<file path="config.mk">
export PLATFORM = sky130hd
export DESIGN_NAME = stepper_wave_drive_controller
export DESIGN_NICKNAME = d
export VERILOG_FILES = /design/src/design/swdc_pkg.sv /design/src/design/stepper_wave_drive_controller.sv /design/src/design/swdc_apb_regs.sv /design/src/design/swdc_core.sv
export SDC_FILE = /design/constraint.sdc
export NUM_CORES = 1
export LEC_CHECK = 0
export BUFFER_PORTS_ARGS = -buffer_cell sky130_fd_sc_hd__buf_2
export CAP_MARGIN = 20
export CORE_UTILIZATION = 60
export CTS_BUF_LIST = sky130_fd_sc_hd__clkbuf_16
export DETAILED_ROUTE_END_ITERATION = 10
export PLACE_DENSITY = 0.9
export SLEW_MARGIN = 25
export SYNTH_ARGS = -nofsm -noshare
export SYNTH_HDL_FRONTEND = slang
export SYNTH_HIERARCHICAL = 1
export SYNTH_SLANG_ARGS = --single-unit
</file>
<file path="constraint.sdc">
create_clock -name clk -period 5.94 [get_ports clk]
set_input_delay 0.594 -clock clk [delete_from_list [all_inputs] [get_ports clk]]
set_output_delay 0.594 -clock clk [all_outputs]
set_load 0.01 [all_outputs]
</file>
<file path="src/design/swdc_pkg.sv">
package swdc_pkg;

    // Default width of the step timer
    localparam int COUNTER_WIDTH_DEFAULT = 16;

    // Delay register bank
    localparam int NUM_DELAYS  = 4;
    localparam int DELAY_WIDTH = 16;
    localparam int SPEED_WIDTH = $clog2(NUM_DELAYS);

    // APB port geometry: one 32-bit word per register
    localparam int APB_DATA_WIDTH = 32;
    localparam int APB_ADDR_WIDTH = SPEED_WIDTH + 2;

    // Register indexes
    localparam logic [SPEED_WIDTH-1:0] REG_DELAY_SPEED0 = 2'd0;
    localparam logic [SPEED_WIDTH-1:0] REG_DELAY_SPEED1 = 2'd1;
    localparam logic [SPEED_WIDTH-1:0] REG_DELAY_SPEED2 = 2'd2;
    localparam logic [SPEED_WIDTH-1:0] REG_DELAY_SPEED3 = 2'd3;

    // Reset values of the delay registers
    localparam logic [DELAY_WIDTH-1:0] DELAY_SPEED0_RESET = 16'd6249;
    localparam logic [DELAY_WIDTH-1:0] DELAY_SPEED1_RESET = 16'd3124;
    localparam logic [DELAY_WIDTH-1:0] DELAY_SPEED2_RESET = 16'd1562;
    localparam logic [DELAY_WIDTH-1:0] DELAY_SPEED3_RESET = 16'd780;

    // Request kinds carried in req_type
    localparam logic REQ_TICK    = 1'b0;
    localparam logic REQ_BUTTONS = 1'b1;

    // Button bit positions (active low)
    localparam int BTN_RUN   = 0;
    localparam int BTN_DIR   = 1;
    localparam int BTN_SPEED = 2;

    // All buttons released
    localparam logic [2:0] BUTTONS_RELEASED = 3'b111;

    typedef logic [NUM_DELAYS-1:0][DELAY_WIDTH-1:0] delay_bank_t;

    typedef struct packed {
        logic       req_type;
        logic [2:0] button_levels;
    } item_t;

    typedef struct packed {
        logic [3:0] coil_drive;
        logic       step_fired;
        logic       step_indicator;
        logic       press_indicator;
    } result_t;

endpackage

</file>
<file path="src/design/stepper_wave_drive_controller.sv">
// Four-phase stepper wave-drive controller. Each input beat is either one
// prescaled timer tick (req_type 0) or a sample of the three active-low
// buttons (req_type 1: run/stop, direction, speed), and every input beat
// yields exactly one result beat carrying the coil outputs, a step-fired
// flag and the two indicator levels. A new beat is accepted on every clock
// while item_ready is high, and its result is registered for output. The
// output register is backed by a skid register, so input keeps flowing for
// one beat while a result waits, and item_ready drops only when both are
// occupied. The step timer is COUNTER_WIDTH bits wide and compares against
// the low COUNTER_WIDTH bits of the delay register of the current speed;
// when it matches, the timer wraps to zero and a step fires. While running,
// a step latches the one-hot coil pattern of the current phase and moves the
// phase forward or back by one; while stopped, a step switches all coils
// off. A speed press also restarts the timer. The four delay registers sit
// at APB byte addresses 0, 4, 8 and 12 and should only be written while the
// block is idle.
module stepper_wave_drive_controller #(
    parameter int COUNTER_WIDTH = swdc_pkg::COUNTER_WIDTH_DEFAULT
) (
    input  logic                                clk,
    input  logic                                rst_n,

    // Configuration port
    input  logic                                psel,
    input  logic                                penable,
    input  logic                                pwrite,
    input  logic [swdc_pkg::APB_ADDR_WIDTH-1:0] paddr,
    input  logic [swdc_pkg::APB_DATA_WIDTH-1:0] pwdata,
    output logic [swdc_pkg::APB_DATA_WIDTH-1:0] prdata,
    output logic                                pready,

    // Input beats: timer ticks and button samples
    input  logic                                item_valid,
    output logic                                item_ready,
    input  swdc_pkg::item_t                     item,

    // Result beats
    output logic                                result_valid,
    input  logic                                result_ready,
    output swdc_pkg::result_t                   result
);

    // Current contents of the delay registers, one per speed index.
    swdc_pkg::delay_bank_t delays;

    swdc_apb_regs u_regs (
        .clk     (clk),
        .rst_n   (rst_n),
        .psel    (psel),
        .penable (penable),
        .pwrite  (pwrite),
        .paddr   (paddr),
        .pwdata  (pwdata),
        .prdata  (prdata),
        .pready  (pready),
        .delays  (delays)
    );

    // State update and result buffering; all work for a beat happens in the
    // cycle it is accepted.
    swdc_core #(
        .COUNTER_WIDTH (COUNTER_WIDTH)
    ) u_core (
        .clk          (clk),
        .rst_n        (rst_n),
        .delays       (delays),
        .item_valid   (item_valid),
        .item_ready   (item_ready),
        .item         (item),
        .result_valid (result_valid),
        .result_ready (result_ready),
        .result       (result)
    );

endmodule

</file>
<file path="src/design/swdc_apb_regs.sv">
// Delay register bank behind an APB slave. Writes complete in the access
// phase; reads return the addressed register zero-extended.
module swdc_apb_regs (
    input  logic                                clk,
    input  logic                                rst_n,
    input  logic                                psel,
    input  logic                                penable,
    input  logic                                pwrite,
    input  logic [swdc_pkg::APB_ADDR_WIDTH-1:0] paddr,
    input  logic [swdc_pkg::APB_DATA_WIDTH-1:0] pwdata,
    output logic [swdc_pkg::APB_DATA_WIDTH-1:0] prdata,
    output logic                                pready,
    output swdc_pkg::delay_bank_t               delays
);

    swdc_pkg::delay_bank_t                delays_reg;
    logic [swdc_pkg::SPEED_WIDTH-1:0]     reg_index;
    logic                                 write_en;

    assign reg_index = paddr[swdc_pkg::APB_ADDR_WIDTH-1:2];
    assign write_en  = psel && penable && pwrite;
    assign pready    = 1'b1;

    always_ff @(posedge clk or negedge rst_n)
    begin
        if (!rst_n)
        begin
            delays_reg[swdc_pkg::REG_DELAY_SPEED0] <= swdc_pkg::DELAY_SPEED0_RESET;
            delays_reg[swdc_pkg::REG_DELAY_SPEED1] <= swdc_pkg::DELAY_SPEED1_RESET;
            delays_reg[swdc_pkg::REG_DELAY_SPEED2] <= swdc_pkg::DELAY_SPEED2_RESET;
            delays_reg[swdc_pkg::REG_DELAY_SPEED3] <= swdc_pkg::DELAY_SPEED3_RESET;
        end
        else if (write_en)
        begin
            delays_reg[reg_index] <= pwdata[swdc_pkg::DELAY_WIDTH-1:0];
        end
    end

    assign prdata = swdc_pkg::APB_DATA_WIDTH'(delays_reg[reg_index]);
    assign delays = delays_reg;

endmodule

</file>
<file path="src/design/swdc_core.sv">
// Controller state, single-pass update per beat, and a two-entry result
// buffer (output register plus skid register).
module swdc_core #(
    parameter int COUNTER_WIDTH = swdc_pkg::COUNTER_WIDTH_DEFAULT
) (
    input  logic                  clk,
    input  logic                  rst_n,
    input  swdc_pkg::delay_bank_t delays,
    input  logic                  item_valid,
    output logic                  item_ready,
    input  swdc_pkg::item_t       item,
    output logic                  result_valid,
    input  logic                  result_ready,
    output swdc_pkg::result_t     result
);

    // Controller state
    logic [COUNTER_WIDTH-1:0]          tick_count_reg, tick_count_next;
    logic [swdc_pkg::SPEED_WIDTH-1:0]  speed_index_reg, speed_index_next;
    logic [1:0]                        phase_index_reg, phase_index_next;
    logic                              running_reg, running_next;
    logic                              forward_reg, forward_next;
    logic [2:0]                        prev_buttons_reg, prev_buttons_next;
    logic [3:0]                        coil_latch_reg, coil_latch_next;
    logic                              step_led_reg, step_led_next;
    logic                              press_led_reg, press_led_next;

    // Result buffer
    logic                              out_valid_reg, out_valid_next;
    logic                              skid_valid_reg, skid_valid_next;
    swdc_pkg::result_t                 out_data_reg, out_data_next;
    swdc_pkg::result_t                 skid_data_reg, skid_data_next;

    logic                              accept;
    logic                              out_free;
    logic [COUNTER_WIDTH-1:0]          limit;
    logic                              hit;
    logic [2:0]                        fell;
    swdc_pkg::result_t                 new_result;

    assign item_ready = !skid_valid_reg;
    assign accept     = item_valid && item_ready;
    assign out_free   = !out_valid_reg || result_ready;

    assign limit = COUNTER_WIDTH'(delays[speed_index_reg]);
    assign hit   = (tick_count_reg == limit);
    assign fell  = prev_buttons_reg & ~item.button_levels;

    always_comb
    begin
        tick_count_next   = tick_count_reg;
        speed_index_next  = speed_index_reg;
        phase_index_next  = phase_index_reg;
        running_next      = running_reg;
        forward_next      = forward_reg;
        prev_buttons_next = prev_buttons_reg;
        coil_latch_next   = coil_latch_reg;
        step_led_next     = step_led_reg;
        press_led_next    = press_led_reg;
        new_result.step_fired = 1'b0;

        if (accept)
        begin
            if (item.req_type == swdc_pkg::REQ_TICK)
            begin
                if (hit)
                begin
                    tick_count_next       = '0;
                    new_result.step_fired = 1'b1;
                    step_led_next         = !step_led_reg;
                    if (running_reg)
                    begin
                        coil_latch_next  = 4'b0001 << phase_index_reg;
                        phase_index_next = forward_reg ? phase_index_reg + 2'd1
                                                       : phase_index_reg - 2'd1;
                    end
                    else
                    begin
                        coil_latch_next = '0;
                    end
                end
                else
                begin
                    tick_count_next = tick_count_reg + 1'b1;
                end
            end
            else
            begin
                running_next   = running_reg ^ fell[swdc_pkg::BTN_RUN];
                forward_next   = forward_reg ^ fell[swdc_pkg::BTN_DIR];
                press_led_next = press_led_reg ^ (^fell);
                if (fell[swdc_pkg::BTN_SPEED])
                begin
                    speed_index_next = speed_index_reg + 1'b1;
                    tick_count_next  = '0;
                end
                prev_buttons_next = item.button_levels;
            end
        end

        new_result.coil_drive      = coil_latch_next;
        new_result.step_indicator  = step_led_next;
        new_result.press_indicator = press_led_next;
    end

    always_comb
    begin
        out_valid_next  = out_valid_reg;
        skid_valid_next = skid_valid_reg;
        out_data_next   = out_data_reg;
        skid_data_next  = skid_data_reg;
        if (out_free)
        begin
            out_valid_next  = skid_valid_reg || accept;
            out_data_next   = skid_valid_reg ? skid_data_reg : new_result;
            skid_valid_next = 1'b0;
        end
        else if (accept)
        begin
            skid_valid_next = 1'b1;
            skid_data_next  = new_result;
        end
    end

    always_ff @(posedge clk or negedge rst_n)
    begin
        if (!rst_n)
        begin
            tick_count_reg   <= '0;
            speed_index_reg  <= '0;
            phase_index_reg  <= '0;
            running_reg      <= 1'b1;
            forward_reg      <= 1'b0;
            prev_buttons_reg <= swdc_pkg::BUTTONS_RELEASED;
            coil_latch_reg   <= '0;
            step_led_reg     <= 1'b0;
            press_led_reg    <= 1'b0;
            out_valid_reg    <= 1'b0;
            skid_valid_reg   <= 1'b0;
        end
        else
        begin
            tick_count_reg   <= tick_count_next;
            speed_index_reg  <= speed_index_next;
            phase_index_reg  <= phase_index_next;
            running_reg      <= running_next;
            forward_reg      <= forward_next;
            prev_buttons_reg <= prev_buttons_next;
            coil_latch_reg   <= coil_latch_next;
            step_led_reg     <= step_led_next;
            press_led_reg    <= press_led_next;
            out_valid_reg    <= out_valid_next;
            skid_valid_reg   <= skid_valid_next;
        end
    end

    always_ff @(posedge clk)
    begin
        out_data_reg  <= out_data_next;
        skid_data_reg <= skid_data_next;
    end

    assign result_valid = out_valid_reg;
    assign result       = out_data_reg;

    // The skid register is only ever filled behind a waiting output register.
    a_skid_behind_out: assert property (@(posedge clk) disable iff (!rst_n)
        skid_valid_reg |-> out_valid_reg)
        else $error("skid register holds a result while output register is empty");

    // The coil latch is a one-hot phase pattern or all off.
    a_coil_onehot: assert property (@(posedge clk) disable iff (!rst_n)
        $onehot0(coil_latch_reg))
        else $error("coil latch drives more than one coil");

    // A speed-button press restarts the step timer.
    a_speed_clears_timer: assert property (@(posedge clk) disable iff (!rst_n)
        accept && (item.req_type == swdc_pkg::REQ_BUTTONS) && fell[swdc_pkg::BTN_SPEED]
        |=> (tick_count_reg == '0))
        else $error("speed change did not clear the step timer");

    // An accepted beat always leaves a result pending in the next cycle.
    a_accept_yields_result: assert property (@(posedge clk) disable iff (!rst_n)
        accept |=> out_valid_reg)
        else $error("accepted beat produced no result");

endmodule
</file>
==> flow_metrics.py, run 1 <==
metrics = {
    "clock_tree": {
        "cts_setup_buffers": 0,
        "h-tree-depth": 3,
        "cts_sinks": 111,
        "ctsHoldBuffers": 0,
        "cts_resized": 0,
        "cts_root_buf": "clkbuf_16",
        "clockBufferDepth": 2,
        "cts_tree": "done",
        "cts_buffers": 9,
        "clock_latency_ns": 0.35,
        "path_clk_slew_ns": 0.08,
    },
    "logic_synthesis": {
        "ys_ff_latch": 111,
        "synth_most_common_cell": "dfrtp_1",
        "ys_dominant_reg_cell": "dfrtp_1",
        "synth_top_area_cell": "dfrtp_1",
        "yosysWarnings": 6,
        "ys_seq_area_share_pct": 49.1,
        "synth_cells": 428,
        "synthTopCellsByArea": "dfrtp_1 (31%), mux2_2 (11%), dfstp_2 (11%)",
        "synth_edf_count": 14,
        "syn_area_per_cell_um2": 13.7,
        "ys_async_sr_fraction_pct": 87.4,
        "syn-cell-area_um2": 5860,
        "synthTopCellsByCount": "dfrtp_1 (73), mux2_2 (58), nand2_1 (31)",
        "synth_cell_types": 50,
        "netlist.area_leader.share_pct": 31.2,
    },
    "run": {
        "max_cap_violations": 0,
    },
    "critical_path": {
        "cp_data_arrival_time_ns": 3.62,
        "critPathLaunch": "u_core/speed_index_reg[0]$_DFFE_PN0P_",
        "crit_path_top_delay_cell": "or4_4",
        "r2r-end": "u_core/tick_count_reg[13]$_DFFE_PN0P_",
        "setup.worst_path.end_class": "flip-flop",
        "critPathLaunchType": "flip-flop",
        "worstPathRequired_ns": 6.10,
        "r2r_start": "u_core/speed_index_reg[0]$_DFFE_PN0P_",
        "ff2ff_setup_slack_ns": 2.48,
        "critPathKind": "reg2reg",
        "worst_path_largest_cell_delay_ns": 0.75,
        "cp_cell_sequence": "mux4_1 -> xnor2_1 -> nand4_1 -> or4_4 -> nand2_1 -> o311ai_0",
        "crit_fanout": 28,
        "rr_worst_depth": 6,
        "endpoint": "u_core/tick_count_reg[13]$_DFFE_PN0P_",
    },
    "final_layout": {
        "largest_reg_flops": 64,
        "drive_gt1_share_pct": 40.1,
        "nets": 514,
        "layout.cells.non_filler": 600,
        "design_area_um2": 6340,
        "synthToLayoutAreaGrowth_pct": 8.27,
        "utilization_pct": 68.0,
        "nFillCells": 637,
        "insertedDiodeCount": 0,
    },
    "die": {
        "fp.dieArea_um2": 10200,
        "die_x_um": 101,
        "start_util_pct": 62.8,
        "num_rows": 35,
        "die_height_um": 101,
        "io-pin-count": 89,
        "coreArea_um2": 9330,
    },
    "routing": {
        "vias_per_cell": 6.13,
        "vias": 3677,
        "totalWireLength_um": 11600,
        "dr.pass1.iters": 4,
        "wl_per_cell_um": 19.4,
        "drcViolationCount": 0,
        "ant_nets": 0,
        "first_iter_violations": 335,
    },
    "sta": {
        "fmax_ghz": 0.289,
        "relSlewSlack_pct": 27.0,
        "worst_hold_slack_ns": 0.198,
        "finalCritPeriodShare_pct": 58.3,
        "setup_tns_ns": 0,
        "worst_pin_slew_ns": 1.09,
        "setup_violations": 0,
        "finalHoldViolations": 0,
        "slew_violations": 0,
        "fin_crit_ns": 3.46,
        "finalClockSkew_ns": 0.00959,
        "rsz0062_at_grt": "no",
    },
    "pwr": {
        "irDropWorstVdd_uv": 223,
        "power.leakage_uw": 0.00263,
        "power_density_nw_per_um2": 372,
    },
    "place": {
        "port_buffers": 53,
        "placed_area_um2": 6050,
        "hpwl_um": 7570,
        "gp_congestion": 0.845,
        "dp_cells": 584,
    },
    "grt": {
        "overflow": 0,
        "grt_pass1_vias": 3809,
        "grt_pass1_wl_um": 19400,
        "grt_max_degree": 63,
        "track_usage_pct": 25.4,
        "antenna_found_initial": 0,
    },
    "outcome": {
        "status": "completed",
    },
    "worst_hold_path": {
        "min_path_type": "in2async",
    },
}
metal layers:
layer	vias up	GRT usage (%)	wire, um
li1	1650	-	-
met1	1881	33.4	4890
met2	121	41.8	5950
met3	25	5.27	523
met4	0	9.92	258
met5	-	0	0
cell type report:
type | count | area, um2 | share of cell area [%]
Multi-Input combinational cell | 283 | 2700 | 42.6
Sequential cell | 111 | 2880 | 45.4
Clock inverter | 6 | 43.8 | 0.691
Clock buffer | 10 | 250 | 3.95
Inverter | 6 | 22.5 | 0.355
Tap cell | 129 | 161 | 2.55
Timing Repair Buffer | 55 | 283 | 4.46
power breakdown:
| group | internal [uW] | total [uW] | switching, uW |
|---|---|---|---|
| clock network | 312 | 588 | 276 |
| registers | 958 | 1130 | 176 |
| logic | 383 | 637 | 255 |
| total | 1650 | 2360 | 706 |
cells by family after synthesis:
logic type,Yosys count,synth area share (%)
buffers and inverters,49,5.70
XOR/XNOR,29,4.34
AND/OR/NAND/NOR,99,9.16
other,2,0.128
flip-flops,111,49.1
multiplexers,101,27.0
adder cells (fa/ha/maj),1,0.214
AO/OA/AOI/OAI,36,4.29
critical path, delay by kind of cell, from the launching register on:
family	cells	cell delay (ns)
flops	1	0.73
xor+xnor	1	0.25
mux	1	0.68
simple gates	3	1.33
compound gates	1	0.27
per-stage QoR:
| step | worst slack (ns) | total power, uW |
|---|---|---|
| 6_report | 2.48 | 2360 |
| 5_1_grt | 2.37 | 2470 |
| 4_1_cts | 2.16 | 2370 |
| 3_5_place_dp | 2.27 | 1770 |
| 3_3_place_gp | 2.37 | 1730 |
| 2_1_floorplan | 3.07 | 1610 |
worst min path at each step:
stage | from | to | slack, ns
5_1_grt | rst_n | u_regs/delays[45]$_DFFE_PN0P_ | 0.22
3_5_place_dp | u_core/press_led_reg$_DFF_PN0_ | u_core/press_led_reg$_DFF_PN0_ | 0.47
4_1_cts | rst_n | u_regs/delays[45]$_DFFE_PN0P_ | 0.21
6_report | rst_n | u_regs/delays[13]$_DFFE_PN0P_ | 0.20
2_1_floorplan | rst_n | u_core/coil_latch_reg[0]$_DFF_PN0_ | 0.30
3_3_place_gp | u_core/press_led_reg$_DFF_PN0_ | u_core/press_led_reg$_DFF_PN0_ | 0.46
layout by cell type (no fill, tap or decap), types with 2 or more instances in the layout:
cell type	synthesis	layout
conb_1	2	17
clkinv_4	0	2
xnor2_1	24	24
o21ai_0	12	12
or4_4	2	2
o211ai_1	3	3
or3_1	4	4
mux2_2	58	58
nor4_1	3	3
nor2_1	10	10
mux4_2	19	19
nand4_1	13	13
buf_4	20	3
nor2b_1	3	3
dfstp_2	24	24
o221ai_1	3	3
o31ai_1	4	4
xor2_1	5	5
nand2b_1	8	8
inv_1	6	7
a31oi_1	3	3
nand2_1	31	31
clkbuf_16	0	10
nand3_1	13	13
buf_2	2	52
edfxtp_1	14	14
mux2_4	10	10
mux4_1	13	13
o311ai_0	7	7
or2_2	2	2
dfrtp_1	73	72
Power figures use the tool's default switching activity.
==> run 2, diff against run 1 <==
--- a/config.mk
+++ b/config.mk
@@ -7,10 +7,10 @@
 export LEC_CHECK = 0
 export BUFFER_PORTS_ARGS = -buffer_cell sky130_fd_sc_hd__buf_2
 export CAP_MARGIN = 20
-export CORE_UTILIZATION = 60
+export CORE_UTILIZATION = 57
 export CTS_BUF_LIST = sky130_fd_sc_hd__clkbuf_16
 export DETAILED_ROUTE_END_ITERATION = 10
-export PLACE_DENSITY = 0.9
+export PLACE_DENSITY = 0.86
 export SLEW_MARGIN = 25
 export SYNTH_ARGS = -nofsm -noshare
 export SYNTH_HDL_FRONTEND = slang
==> constraint.sdc (replaced) <==
create_clock -name clk -period 3.3 [get_ports clk]
set_input_delay 0.33 -clock clk [delete_from_list [all_inputs] [get_ports clk]]
set_output_delay 0.33 -clock clk [all_outputs]
set_load 0.01 [all_outputs]
==> run 2 against run 1 <==
Hold slack worse by 0.091 ns. Clock skew decreased by 0.0026 ns. Cell count up 2.2%. Worst setup slack got worse by 2.2 ns. Non-clock buffer count up 9. Combinational power up 98%. Utilization down 3.0 points. Largest cell class unchanged.
==> flow_metrics.py, run 2 (synthesis results as in run 1) <==
metrics = {
    "outcome": {
        "status": "completed",
    },
    "grt": {
        "grt_max_degree": 71,
        "grt_pass1_wl_um": 19100,
        "overflow": 0,
        "track_usage_pct": 23.7,
        "grt_pass1_vias": 3784,
        "antenna_found_initial": 0,
    },
    "sta": {
        "rsz0062_at_grt": "no",
        "finalCritPeriodShare_pct": 90.6,
        "fin_crit_ns": 2.99,
        "slew_violations": 0,
        "fmax_ghz": 0.335,
        "finalClockSkew_ns": 0.00700,
        "relSlewSlack_pct": 31.2,
        "setup_tns_ns": 0,
        "worst_pin_slew_ns": 1.03,
        "setup_violations": 0,
        "finalHoldViolations": 0,
    },
    "routing": {
        "dr.pass1.iters": 4,
        "wl_per_cell_um": 18.9,
        "first_iter_violations": 255,
        "vias": 3677,
        "vias_per_cell": 6.00,
        "totalWireLength_um": 11600,
        "ant_nets": 0,
        "drcViolationCount": 0,
    },
    "pwr": {
        "irDropWorstVdd_uv": 357,
        "power_density_nw_per_um2": 663,
        "power.leakage_uw": 0.00267,
        "fin_total_pwr_uw": 4250,
    },
    "critical_path": {
        "rr_worst_depth": 7,
        "r2r_start": "u_core/speed_index_reg[0]$_DFFE_PN0P_",
        "crit_path_top_delay_cell": "or4_4",
        "worst_path_largest_cell_delay_ns": 0.64,
        "path_common_cell": "or4_4",
        "r2r-end": "u_core/skid_data_reg[5]$_DFFE_PP_",
        "ff2ff_setup_slack_ns": 0.31,
        "critPathLaunchType": "flip-flop",
        "setup.worst_path.end_class": "flip-flop",
        "cp_cell_sequence": "buf_12 -> mux4_1 -> xnor2_1 -> nand4_1 -> or4_4 -> or4_4 -> nand2_1",
        "cp_data_arrival_time_ns": 3.20,
        "crit_fanout": 18,
        "worstPathRequired_ns": 3.51,
        "critPathKind": "reg2reg",
    },
    "final_layout": {
        "nets": 523,
        "layout.cells.non_filler": 613,
        "mostFrequentLayoutCells": "dfrtp_1 (73), mux2_2 (58), buf_2 (52)",
        "insertedDiodeCount": 0,
        "synthToLayoutAreaGrowth_pct": 9.44,
        "largest_reg_flops": 64,
        "layout_commonest_cell": "dfrtp_1",
        "drive_gt1_share_pct": 41.5,
    },
    "clock_tree": {
        "clockBufferDepth": 2,
        "ctsHoldBuffers": 0,
        "cts_setup_buffers": 0,
        "h-tree-depth": 3,
        "cts_root_buf": "clkbuf_16",
        "clock_latency_ns": 0.34,
        "cts_buffers": 9,
        "cts_sinks": 111,
        "cts_tree": "done",
        "cts_resized": 0,
        "path_clk_slew_ns": 0.07,
    },
    "worst_hold_path": {
        "min_path_type": "in2async",
    },
    "die": {
        "die_x_um": 103,
        "start_util_pct": 59.4,
        "coreArea_um2": 9860,
        "fp.dieArea_um2": 10700,
        "num_rows": 36,
        "die_height_um": 103,
        "io-pin-count": 89,
    },
    "place": {
        "port_buffers": 53,
        "hpwl_um": 7670,
        "dp_cells": 597,
        "gp_congestion": 0.841,
    },
    "run": {
        "max_cap_violations": 0,
    },
}
==> run 2: critical path, delay by kind of cell (launching register included) <==
kind	cells	cell delay, ns
and+or+nand+nor	4	1.48
buffers and inverters	1	0.19
DFF	1	0.37
xor gates and xnor gates	1	0.22
muxes	1	0.59
==> run 2: layout make-up <==
class	count	area (um2)
clock buffer	9	225
clock inverter	7	53.8
fill	695	3450
inverter	6	22.5
multi-input combinational	283	2700
sequential	111	2880
tap	133	166
timing repair buffer	64	363
==> run 2: metrics by stage <==
step,area (um2),hold slack [ns],setup WS (ns),utilization [%]
5_1_grt,6410,0.201,0.148,65.0
2_1_floorplan,5910,0.0344,0.428,-
3_5_place_dp,6130,0.469,0.323,62.2
3_3_place_gp,6130,0.462,0.374,62.2
4_1_cts,6410,0.135,0.306,65.0
6_report,6410,0.107,0.311,65.0
==> run 2: worst max path at each step <==
stage | slack [ns] | cells after the start | end | start
after global routing | 0.15 | 7 | u_core/skid_data_reg[3]$_DFFE_PP_ | u_core/speed_index_reg[0]$_DFFE_PN0P_
after global placement | 0.37 | 7 | u_core/skid_data_reg[5]$_DFFE_PP_ | u_core/speed_index_reg[0]$_DFFE_PN0P_
after floorplan | 0.43 | 9 | u_core/skid_data_reg[5]$_DFFE_PP_ | u_core/speed_index_reg[1]$_DFFE_PN0P_
final | 0.31 | 7 | u_core/skid_data_reg[5]$_DFFE_PP_ | u_core/speed_index_reg[0]$_DFFE_PN0P_
after detailed placement | 0.32 | 9 | u_core/tick_count_reg[9]$_DFFE_PN0P_ | u_core/speed_index_reg[0]$_DFFE_PN0P_
after CTS | 0.31 | 7 | u_core/skid_data_reg[5]$_DFFE_PP_ | u_core/speed_index_reg[0]$_DFFE_PN0P_
==> run 2: metal layers <==
metal / track usage [%] / vias up / wire length (um)
met5: 0 / - / 0
met2: 40.4 / 109 / 6020
met1: 31.9 / 1899 / 4930
met4: 5.96 / 0 / 91
met3: 4.10 / 6 / 547
li1: - / 1663 / -
==> run 2: where the power goes <==
group,switching (uW),total (uW),internal [uW]
logic,528,1260,728
clock network,506,1030,520
registers,242,1970,1730
